File: config.mk
export PLATFORM = sky130hd
export DESIGN_NAME = directed_graph_store
export DESIGN_NICKNAME = d
export VERILOG_FILES = /design/src/rtl/dgs_pkg.sv /design/src/rtl/dgs_ram.sv /design/src/rtl/dgs_ctrl.sv /design/src/rtl/dgs_dp.sv /design/src/rtl/directed_graph_store.sv
export SDC_FILE = /design/constraint.sdc
export NUM_CORES = 1
export LEC_CHECK = 0
export ABC_AREA = 1
export BUFFER_PORTS_ARGS = -buffer_cell sky130_fd_sc_hd__clkbuf_2
export CORE_ASPECT_RATIO = 1.2
export CORE_MARGIN = 5
export CORE_UTILIZATION = 32
export CTS_CLUSTER_DIAMETER = 200
export CTS_CLUSTER_SIZE = 10
export DETAILED_ROUTE_END_ITERATION = 10
export PLACE_DENSITY_LB_ADDON = 0.15
export SYNTH_ARGS = -nofsm -noshare
export SYNTH_HDL_FRONTEND = slang
export SYNTH_SLANG_ARGS = --single-unit
File: constraint.sdc
create_clock -name clk_i -period 3.8 [get_ports clk_i]
set_clock_uncertainty 0.05 [all_clocks]
set_input_delay 0.19 -clock clk_i [delete_from_list [all_inputs] [get_ports clk_i]]
set_output_delay 0.19 -clock clk_i [all_outputs]
set_load 0.01 [all_outputs]
File: src/rtl/dgs_pkg.sv
`default_nettype none

package dgs_pkg;

  typedef enum logic [1:0] {
    OP_ADD_VERTEX = 2'd0,
    OP_ADD_EDGE   = 2'd1,
    OP_HAS_EDGE   = 2'd2,
    OP_OUT_DEGREE = 2'd3
  } opcode_e;

  typedef enum logic [1:0] {
    ST_OK       = 2'd0,
    ST_PRESENT  = 2'd1,
    ST_NOTFOUND = 2'd2,
    ST_FULL     = 2'd3
  } status_e;

  typedef enum logic {
    S_IDLE = 1'b0,
    S_EXEC = 1'b1
  } state_e;

  // controller to datapath
  typedef struct packed {
    logic lookup;   // key compare drives the adjacency read address
    logic capture;  // item accepted, register lookup results
    logic commit;   // apply update and load the result register
  } cmd_t;

  // datapath to controller
  typedef struct packed {
    logic out_busy; // result register full and not taken this cycle
  } sts_t;

endpackage

`default_nettype wire

File: src/rtl/dgs_ram.sv
`default_nettype none

module dgs_ram #(
  parameter int WIDTH = 16,
  parameter int DEPTH = 16,
  localparam int AW = (DEPTH > 1) ? $clog2(DEPTH) : 1
) (
  input  wire logic             clk_i,
  input  wire logic             we_i,
  input  wire logic [AW-1:0]    waddr_i,
  input  wire logic [WIDTH-1:0] wdata_i,
  input  wire logic [AW-1:0]    raddr_i,
  output logic      [WIDTH-1:0] rdata_o
);

  logic [WIDTH-1:0] mem_q [DEPTH];
  logic [WIDTH-1:0] rdata_q;

  always_ff @(posedge clk_i) begin
    if (we_i) begin
      mem_q[waddr_i] <= wdata_i;
    end
    rdata_q <= mem_q[raddr_i];
  end

  assign rdata_o = rdata_q;

endmodule

`default_nettype wire

File: src/rtl/dgs_ctrl.sv
`default_nettype none

module dgs_ctrl (
  input  wire logic         clk_i,
  input  wire logic         rst_ni,
  input  wire logic         in_valid_i,
  output logic              in_ready_o,
  input  wire dgs_pkg::sts_t sts_i,
  output dgs_pkg::cmd_t     cmd_o
);

  dgs_pkg::state_e state_q, state_d;

  always_ff @(posedge clk_i or negedge rst_ni) begin
    if (!rst_ni) begin
      state_q <= dgs_pkg::S_IDLE;
    end else begin
      state_q <= state_d;
    end
  end

  always_comb begin
    state_d = state_q;
    cmd_o   = '0;
    case (state_q)
      dgs_pkg::S_IDLE: begin
        cmd_o.lookup = 1'b1;
        if (in_valid_i) begin
          cmd_o.capture = 1'b1;
          state_d       = dgs_pkg::S_EXEC;
        end
      end
      dgs_pkg::S_EXEC: begin
        // hold the item until the result register can take it
        if (!sts_i.out_busy) begin
          cmd_o.commit = 1'b1;
          state_d      = dgs_pkg::S_IDLE;
        end
      end
      default: begin
        state_d = dgs_pkg::S_IDLE;
      end
    endcase
  end

  assign in_ready_o = (state_q == dgs_pkg::S_IDLE);

endmodule

`default_nettype wire

File: src/rtl/dgs_dp.sv
`default_nettype none

module dgs_dp #(
  parameter int MAX_V = 16,
  parameter int KEY_W = 32,
  localparam int IDX_W  = $clog2(MAX_V),
  localparam int CNT_W  = $clog2(MAX_V + 1),
  localparam int EDGE_W = $clog2(MAX_V * MAX_V + 1)
) (
  input  wire logic              clk_i,
  input  wire logic              rst_ni,
  input  wire dgs_pkg::cmd_t     cmd_i,
  output dgs_pkg::sts_t          sts_o,
  input  wire logic [1:0]        opcode_i,
  input  wire logic [KEY_W-1:0]  key_a_i,
  input  wire logic [KEY_W-1:0]  key_b_i,
  output logic                   out_valid_o,
  input  wire logic              out_ready_i,
  output logic [1:0]             status_o,
  output logic                   edge_found_o,
  output logic [CNT_W-1:0]       out_degree_o,
  output logic [CNT_W-1:0]       vertex_total_o,
  output logic [EDGE_W-1:0]      edge_total_o
);

  // key table, each entry compared in place
  logic [KEY_W-1:0] keys_q [MAX_V];
  logic [CNT_W-1:0] vcount_q, vcount_d;
  logic [EDGE_W-1:0] ecount_q, ecount_d;

  // lookup results of the item in flight
  dgs_pkg::opcode_e op_q;
  logic [KEY_W-1:0] key_q;
  logic [IDX_W-1:0] s_idx_q, t_idx_q;
  logic             s_hit_q, t_hit_q;

  // result register
  logic              out_valid_q;
  dgs_pkg::status_e  status_q, status_d;
  logic              found_q, found_d;
  logic [CNT_W-1:0]  degree_q, degree_d;
  logic [CNT_W-1:0]  vtot_q;
  logic [EDGE_W-1:0] etot_q;

  // lookup against the ports
  logic [IDX_W-1:0] s_idx, t_idx;
  logic             s_hit, t_hit;

  always_comb begin
    s_idx = '0;
    t_idx = '0;
    s_hit = 1'b0;
    t_hit = 1'b0;
    for (int i = 0; i < MAX_V; i++) begin
      if ((CNT_W'(i) < vcount_q) && (keys_q[i] == key_a_i)) begin
        s_idx = s_idx | IDX_W'(i);
        s_hit = 1'b1;
      end
      if ((CNT_W'(i) < vcount_q) && (keys_q[i] == key_b_i)) begin
        t_idx = t_idx | IDX_W'(i);
        t_hit = 1'b1;
      end
    end
  end

  // adjacency rows
  logic             ram_we;
  logic [IDX_W-1:0] ram_waddr, ram_raddr;
  logic [MAX_V-1:0] ram_wdata, row;

  assign ram_raddr = cmd_i.lookup ? s_idx : s_idx_q;

  dgs_ram #(
    .WIDTH (MAX_V),
    .DEPTH (MAX_V)
  ) u_adj_ram (
    .clk_i   (clk_i),
    .we_i    (ram_we),
    .waddr_i (ram_waddr),
    .wdata_i (ram_wdata),
    .raddr_i (ram_raddr),
    .rdata_o (row)
  );

  logic [CNT_W-1:0] popcnt;
  logic             t_bit, same;
  logic             key_we;

  always_comb begin
    popcnt = '0;
    for (int j = 0; j < MAX_V; j++) begin
      popcnt = popcnt + CNT_W'(row[j]);
    end
  end

  assign t_bit = row[t_idx_q];
  assign same  = (s_idx_q == t_idx_q);

  always_comb begin
    status_d  = dgs_pkg::ST_OK;
    found_d   = 1'b0;
    degree_d  = '0;
    vcount_d  = vcount_q;
    ecount_d  = ecount_q;
    ram_we    = 1'b0;
    ram_waddr = s_idx_q;
    ram_wdata = row;
    key_we    = 1'b0;
    case (op_q)
      dgs_pkg::OP_ADD_VERTEX: begin
        // duplicate wins over full
        if (s_hit_q) begin
          status_d = dgs_pkg::ST_PRESENT;
        end else if (vcount_q == CNT_W'(MAX_V)) begin
          status_d = dgs_pkg::ST_FULL;
        end else begin
          ram_we    = cmd_i.commit;
          ram_waddr = vcount_q[IDX_W-1:0];
          ram_wdata = '0;
          key_we    = cmd_i.commit;
          vcount_d  = vcount_q + CNT_W'(1);
        end
      end
      dgs_pkg::OP_ADD_EDGE: begin
        if (!s_hit_q || !t_hit_q || same) begin
          status_d = dgs_pkg::ST_NOTFOUND;
        end else if (t_bit) begin
          status_d = dgs_pkg::ST_PRESENT;
        end else begin
          ram_we             = cmd_i.commit;
          ram_wdata[t_idx_q] = 1'b1;
          ecount_d           = ecount_q + EDGE_W'(1);
        end
      end
      dgs_pkg::OP_HAS_EDGE: begin
        if (!s_hit_q || !t_hit_q) begin
          status_d = dgs_pkg::ST_NOTFOUND;
        end else begin
          found_d = t_bit;
        end
      end
      dgs_pkg::OP_OUT_DEGREE: begin
        if (!s_hit_q) begin
          status_d = dgs_pkg::ST_NOTFOUND;
        end else begin
          degree_d = popcnt;
        end
      end
      default: begin
        status_d = dgs_pkg::ST_OK;
      end
    endcase
  end

  always_ff @(posedge clk_i or negedge rst_ni) begin
    if (!rst_ni) begin
      vcount_q    <= '0;
      ecount_q    <= '0;
      out_valid_q <= 1'b0;
    end else begin
      if (cmd_i.commit) begin
        vcount_q    <= vcount_d;
        ecount_q    <= ecount_d;
        out_valid_q <= 1'b1;
      end else if (out_ready_i) begin
        out_valid_q <= 1'b0;
      end
    end
  end

  always_ff @(posedge clk_i) begin
    if (key_we) begin
      keys_q[vcount_q[IDX_W-1:0]] <= key_q;
    end
    if (cmd_i.capture) begin
      op_q    <= dgs_pkg::opcode_e'(opcode_i);
      key_q   <= key_a_i;
      s_idx_q <= s_idx;
      t_idx_q <= t_idx;
      s_hit_q <= s_hit;
      t_hit_q <= t_hit;
    end
    if (cmd_i.commit) begin
      status_q <= status_d;
      found_q  <= found_d;
      degree_q <= degree_d;
      vtot_q   <= vcount_d;
      etot_q   <= ecount_d;
    end
  end

  assign sts_o.out_busy = out_valid_q && !out_ready_i;

  assign out_valid_o    = out_valid_q;
  assign status_o       = status_q;
  assign edge_found_o   = found_q;
  assign out_degree_o   = degree_q;
  assign vertex_total_o = vtot_q;
  assign edge_total_o   = etot_q;

endmodule

`default_nettype wire

File: src/rtl/directed_graph_store.sv
// Result: an accepted request item is captured; its result item is registered in the
//   execute state, later only while the previous result item waits for out_ready_i.
// Flow: one item in flight at a time; the key compare feeds the adjacency RAM read,
//   then the fetched row is tested and written back in the execute state.
// Reset (rst_ni, async, active low) clears the vertex and edge counts and handshake state.
// No clearing pass: an adjacency row is zeroed when its vertex is added.
`default_nettype none

module directed_graph_store #(
  parameter int MAX_VERTICES = 16,
  parameter int KEY_WIDTH    = 32,
  localparam int CNT_W  = $clog2(MAX_VERTICES + 1),
  localparam int EDGE_W = $clog2(MAX_VERTICES * MAX_VERTICES + 1)
) (
  input  wire logic                 clk_i,
  input  wire logic                 rst_ni,
  input  wire logic                 in_valid_i,
  output logic                      in_ready_o,
  input  wire logic [1:0]           opcode_i,
  input  wire logic [KEY_WIDTH-1:0] key_a_i,
  input  wire logic [KEY_WIDTH-1:0] key_b_i,
  output logic                      out_valid_o,
  input  wire logic                 out_ready_i,
  output logic [1:0]                status_o,
  output logic                      edge_found_o,
  output logic [CNT_W-1:0]          out_degree_o,
  output logic [CNT_W-1:0]          vertex_total_o,
  output logic [EDGE_W-1:0]         edge_total_o
);

  dgs_pkg::cmd_t cmd;
  dgs_pkg::sts_t sts;

  dgs_ctrl u_ctrl (
    .clk_i      (clk_i),
    .rst_ni     (rst_ni),
    .in_valid_i (in_valid_i),
    .in_ready_o (in_ready_o),
    .sts_i      (sts),
    .cmd_o      (cmd)
  );

  dgs_dp #(
    .MAX_V (MAX_VERTICES),
    .KEY_W (KEY_WIDTH)
  ) u_dp (
    .clk_i          (clk_i),
    .rst_ni         (rst_ni),
    .cmd_i          (cmd),
    .sts_o          (sts),
    .opcode_i       (opcode_i),
    .key_a_i        (key_a_i),
    .key_b_i        (key_b_i),
    .out_valid_o    (out_valid_o),
    .out_ready_i    (out_ready_i),
    .status_o       (status_o),
    .edge_found_o   (edge_found_o),
    .out_degree_o   (out_degree_o),
    .vertex_total_o (vertex_total_o),
    .edge_total_o   (edge_total_o)
  );

`ifndef SYNTHESIS
  a_one_in_flight: assert property (@(posedge clk_i) disable iff (!rst_ni)
    (in_valid_i && in_ready_o) |=> !in_ready_o)
    else $error("second item accepted while one is in flight");

  a_vtot_bound: assert property (@(posedge clk_i) disable iff (!rst_ni)
    out_valid_o |-> (vertex_total_o <= CNT_W'(MAX_VERTICES)))
    else $error("vertex total beyond table size");

  a_degree_ok: assert property (@(posedge clk_i) disable iff (!rst_ni)
    (out_valid_o && (out_degree_o != '0)) |-> (status_o == dgs_pkg::ST_OK))
    else $error("out degree reported on a failed item");

  a_found_ok: assert property (@(posedge clk_i) disable iff (!rst_ni)
    (out_valid_o && edge_found_o) |-> (status_o == dgs_pkg::ST_OK))
    else $error("edge found reported on a failed item");
`endif

endmodule

`default_nettype wire

==> results.sh <==
export IMPL_grt_pass1_vias=39600
export IMPL_ant_nets=0
export IMPL_drt_first_pass_iters=6
export IMPL_finalWirelength_um=266000
export IMPL_rr_endpoint="u_dp.out_degree_o[2]$_SDFFCE_PN0P_"
export IMPL_place_congestion=1.05
export IMPL_die_area_um2=155000
export IMPL_syn_mean_instance_area_um2=9.69
export IMPL_drc=0
export IMPL_cts_max_level=3
export IMPL_cpMostUsedCell="fa_1"
export IMPL_fp_dieW_um=361
export IMPL_powerDensity_nw_per_um2=551
export IMPL_critPathCapture="u_dp.out_degree_o[2]$_SDFFCE_PN0P_"
export IMPL_min_period_ns=3.87
export IMPL_arrival_ns=4.30
export IMPL_r2r_cells=11
export IMPL_p_leak_nw=21.6
export IMPL_cts_root_buf="clkbuf_16"
export IMPL_max_slew_worst_pin_slew_ns=1.46
export IMPL_min_period_over_period_pct=102
export IMPL_critPathMaxFanout=2
export IMPL_clk_pin_slew_ns=0.07
export IMPL_slowest_stage="fa_1"
export IMPL_grt_max_degree=64
export IMPL_ios=94
export IMPL_end_kind="flip-flop"
export IMPL_worstPathRequired_ns=4.24
export IMPL_rows=154
export IMPL_placed_cell_area_um2=52900
export IMPL_startpoint_type="flip-flop"
export IMPL_clock_fmax_mhz=259
export IMPL_cp_depth=11
export IMPL_ys_seq_elements=866
export IMPL_final_max_slew_viol_count=0
export IMPL_synth_seq_area_share_pct=54.5
export IMPL_synth_nets=4966
export IMPL_cpPeakStageDelay_ns=0.52
export IMPL_setup_slack_ns=-0.0675
export IMPL_yosys_cell_types_count=59
export IMPL_max_cap_violations=0
export IMPL_finalInstanceArea_um2=55900
export IMPL_vdd_ir_drop_max_v=0.000837
export IMPL_dp_hpwl_um=189000
export IMPL_r2r_slack_ns=-0.07
export IMPL_vias_per_cell=5.67
export IMPL_vias=41400
export IMPL_port_buffers=93
export IMPL_grt_util_all_layers_pct=33.1
export IMPL_synth_area_um2=47200
export IMPL_antenna_found_initial=30
export IMPL_critPathBufInv=2
export IMPL_status="finished, violations left"
export IMPL_cts_tree="built"
export IMPL_avgRoutedWirePerCell_um=36.4
export IMPL_grt_pass1_wl_um=347000
export IMPL_core_um2=147000
export IMPL_clock_sinks=866
export IMPL_layout_area_overhead_vs_synth_pct=18.3
export IMPL_hp_class="input port to flip-flop"
export IMPL_final_cell_mix="nand2_1, edfxtp_1, inv_1"
export IMPL_path_delay_family="adder cells"
export IMPL_overflow=0
export IMPL_rsz0062_at_grt="yes"
export IMPL_die_height_um=431
export IMPL_yosysWarnings=0
export IMPL_critPathKind="flip-flop to flip-flop"
export IMPL_rr_startpoint="u_dp.u_adj_ram.rdata_o[1]$_DFF_P_"
export IMPL_worstSkewPairLatency_ns=0.76
export IMPL_cp_cell_sequence="ha_4, inv_2, fa_1, fa_1, fa_1, fa_1, inv_1, fa_2, fa_2, xnor2_2, nor2_1"
export IMPL_layout_drive_gt1_share_pct=14.2
export IMPL_synth_edf_count=834
export IMPL_violations="negative setup slack"
export IMPL_cts_made_buffers=96
export IMPL_cts_max_path_buffers=3
export IMPL_final_common_cell="nand2_1"
export IMPL_drtIter0Drc=5905
export IMPL_slew_headroom_pct=2.61
export IMPL_fin_nets=5382
export IMPL_synthCells=4876
export IMPL_cp_startpoint="u_dp.u_adj_ram.rdata_o[1]$_DFF_P_"
export IMPL_start_util_pct=32.2
export IMPL_fillers=14900
export IMPL_async_flop_share_pct=1.85
export IMPL_setup_viol_count_final=3
export IMPL_finalHoldViolations=0
export IMPL_synthFlopType="edfxtp_1"
export IMPL_fin_util_pct=38.1
export IMPL_p_total_w=0.0308
[flip-flops by register name (all words and copies together), names as in the netlist, 5 cells and up]
signal,flops
u_dp.edge_total_o,9
u_dp.out_degree_o,5
u_dp.key_q,32
u_dp.keys_q,512
u_dp.u_adj_ram.mem_q,256
u_dp.vertex_total_o,5
u_dp.vcount_q,5
u_dp.ecount_q,9
u_dp.u_adj_ram.rdata_o,16
[kinds of logic after synthesis]
group	after synthesis	share of synthesized area [%]
flip-flops	866	54.5
adder cells (fa/ha/maj)	20	0.689
AO/OA/AOI/OAI	328	4.57
AND/OR/NAND/NOR	2315	22.4
buffers and inverters	762	7.00
XOR/XNOR	585	10.8
[where the power goes]
| part | internal, W | total, W | switching [W] |
|---|---|---|---|
| Clock | 0.00473 | 0.00885 | 0.00412 |
| Sequential | 0.0116 | 0.0122 | 0.000613 |
| Combinational | 0.00321 | 0.00976 | 0.00655 |
| Total | 0.0195 | 0.0308 | 0.0113 |
[worst reg2reg max path, delay by kind of cell, from the launching register on]
kind                       cells  cell delay, ns
and+or+nand+nor                1            0.05
DFF                            1            0.33
adders and majority gates      7            2.92
xor gates and xnor gates       1            0.19
buffers and inverters          2            0.10
[timing repair]
item	4_1_cts	5_1_grt
pin swaps	2	1
resized for setup	8	1
hold buffers	25	0
hold endpoints to repair	39	0
setup buffers	0	1
endpoints found under the setup margin	3	3
[metal layers]
layer	share of wire (%)	GRT usage, %	vias to the layer above
li1	-	-	17400
met1	37	39.4	20500
met2	45	53.2	2704
met3	8.8	6.57	841
met4	9.0	24.6	8
met5	0.020	0	-
[how the worst min path moves through the flow]
stage	startpoint	cells past startpoint	end
floorplan	rst_ni	0	u_ctrl.state_q$_DFF_PN0_
global placement	rst_ni	1	u_dp.ecount_q[6]$_DFFE_PN0P_
detailed placement	rst_ni	1	u_dp.ecount_q[6]$_DFFE_PN0P_
CTS	key_a_i[20]	2	u_dp.key_q[20]$_DFFE_PP_
global route	key_a_i[20]	2	u_dp.key_q[20]$_DFFE_PP_
finish	key_a_i[20]	2	u_dp.key_q[20]$_DFFE_PP_
[synthesized netlist by cell type (3+ instances only)]
cell / n / area share (%)
and3_1: 3 / 0.040
nand3b_1: 78 / 1.2
fa_1: 10 / 0.42
buf_6: 20 / 0.48
nor2_2: 4 / 0.053
nand2_2: 3 / 0.040
xnor2_1: 336 / 6.2
dfrtp_1: 16 / 0.85
o22ai_1: 110 / 1.5
inv_2: 17 / 0.14
nor3b_1: 17 / 0.27
clkbuf_1: 48 / 0.38
inv_1: 529 / 4.2
a2111oi_0: 6 / 0.11
or2_2: 69 / 0.91
a22oi_1: 6 / 0.095
o221ai_1: 5 / 0.093
buf_1: 26 / 0.21
o32ai_1: 8 / 0.15
a22o_1: 5 / 0.093
clkinv_1: 7 / 0.056
buf_4: 61 / 0.97
o2111ai_1: 10 / 0.19
nor2_1: 402 / 3.2
or2_1: 9 / 0.12
a221oi_1: 42 / 0.78
nand2_1: 1001 / 8.0
nand4_1: 145 / 1.9
a211oi_1: 8 / 0.13
nor4b_1: 10 / 0.19
o21ai_0: 95 / 1.0
o21ai_1: 4 / 0.042
ha_1: 10 / 0.26
o211ai_1: 3 / 0.048
buf_2: 54 / 0.57
o31ai_1: 3 / 0.048
nand3_1: 408 / 4.3
nand2b_1: 4 / 0.053
a21oi_1: 14 / 0.15
nor3_1: 54 / 0.57
edfxtp_1: 834 / 53
dfxtp_1: 16 / 0.68
nor4_1: 97 / 1.3
xor2_1: 249 / 4.6
[cell type report]
class,instances,area [µm²],share of cell area [%]
antenna,20,50.0,0.0895
clock buffer,130,2570,4.60
clock inverter,6,110,0.197
inverter,553,2080,3.71
multi-input combinational,3248,18400,32.9
sequential,866,25800,46.1
tap,1950,2440,4.36
timing repair buffer,527,4500,8.05
[metrics by stage]
step / hold WS (ns) / setup TNS [ns] / cells / setup WS (ns)
detailed placement: 0.169 / -0.526 / 7118 / -0.223
global placement: 0.172 / -0.604 / 7118 / -0.237
floorplan: -0.156 / 0 / 4876 / 0.00965
finish: 0.0551 / -0.158 / 7300 / -0.0675
global route: 0.0298 / -0.471 / 7280 / -0.183
CTS: 0.00886 / -0.171 / 7279 / -0.0874
Power figures use the tool's default switching activity.
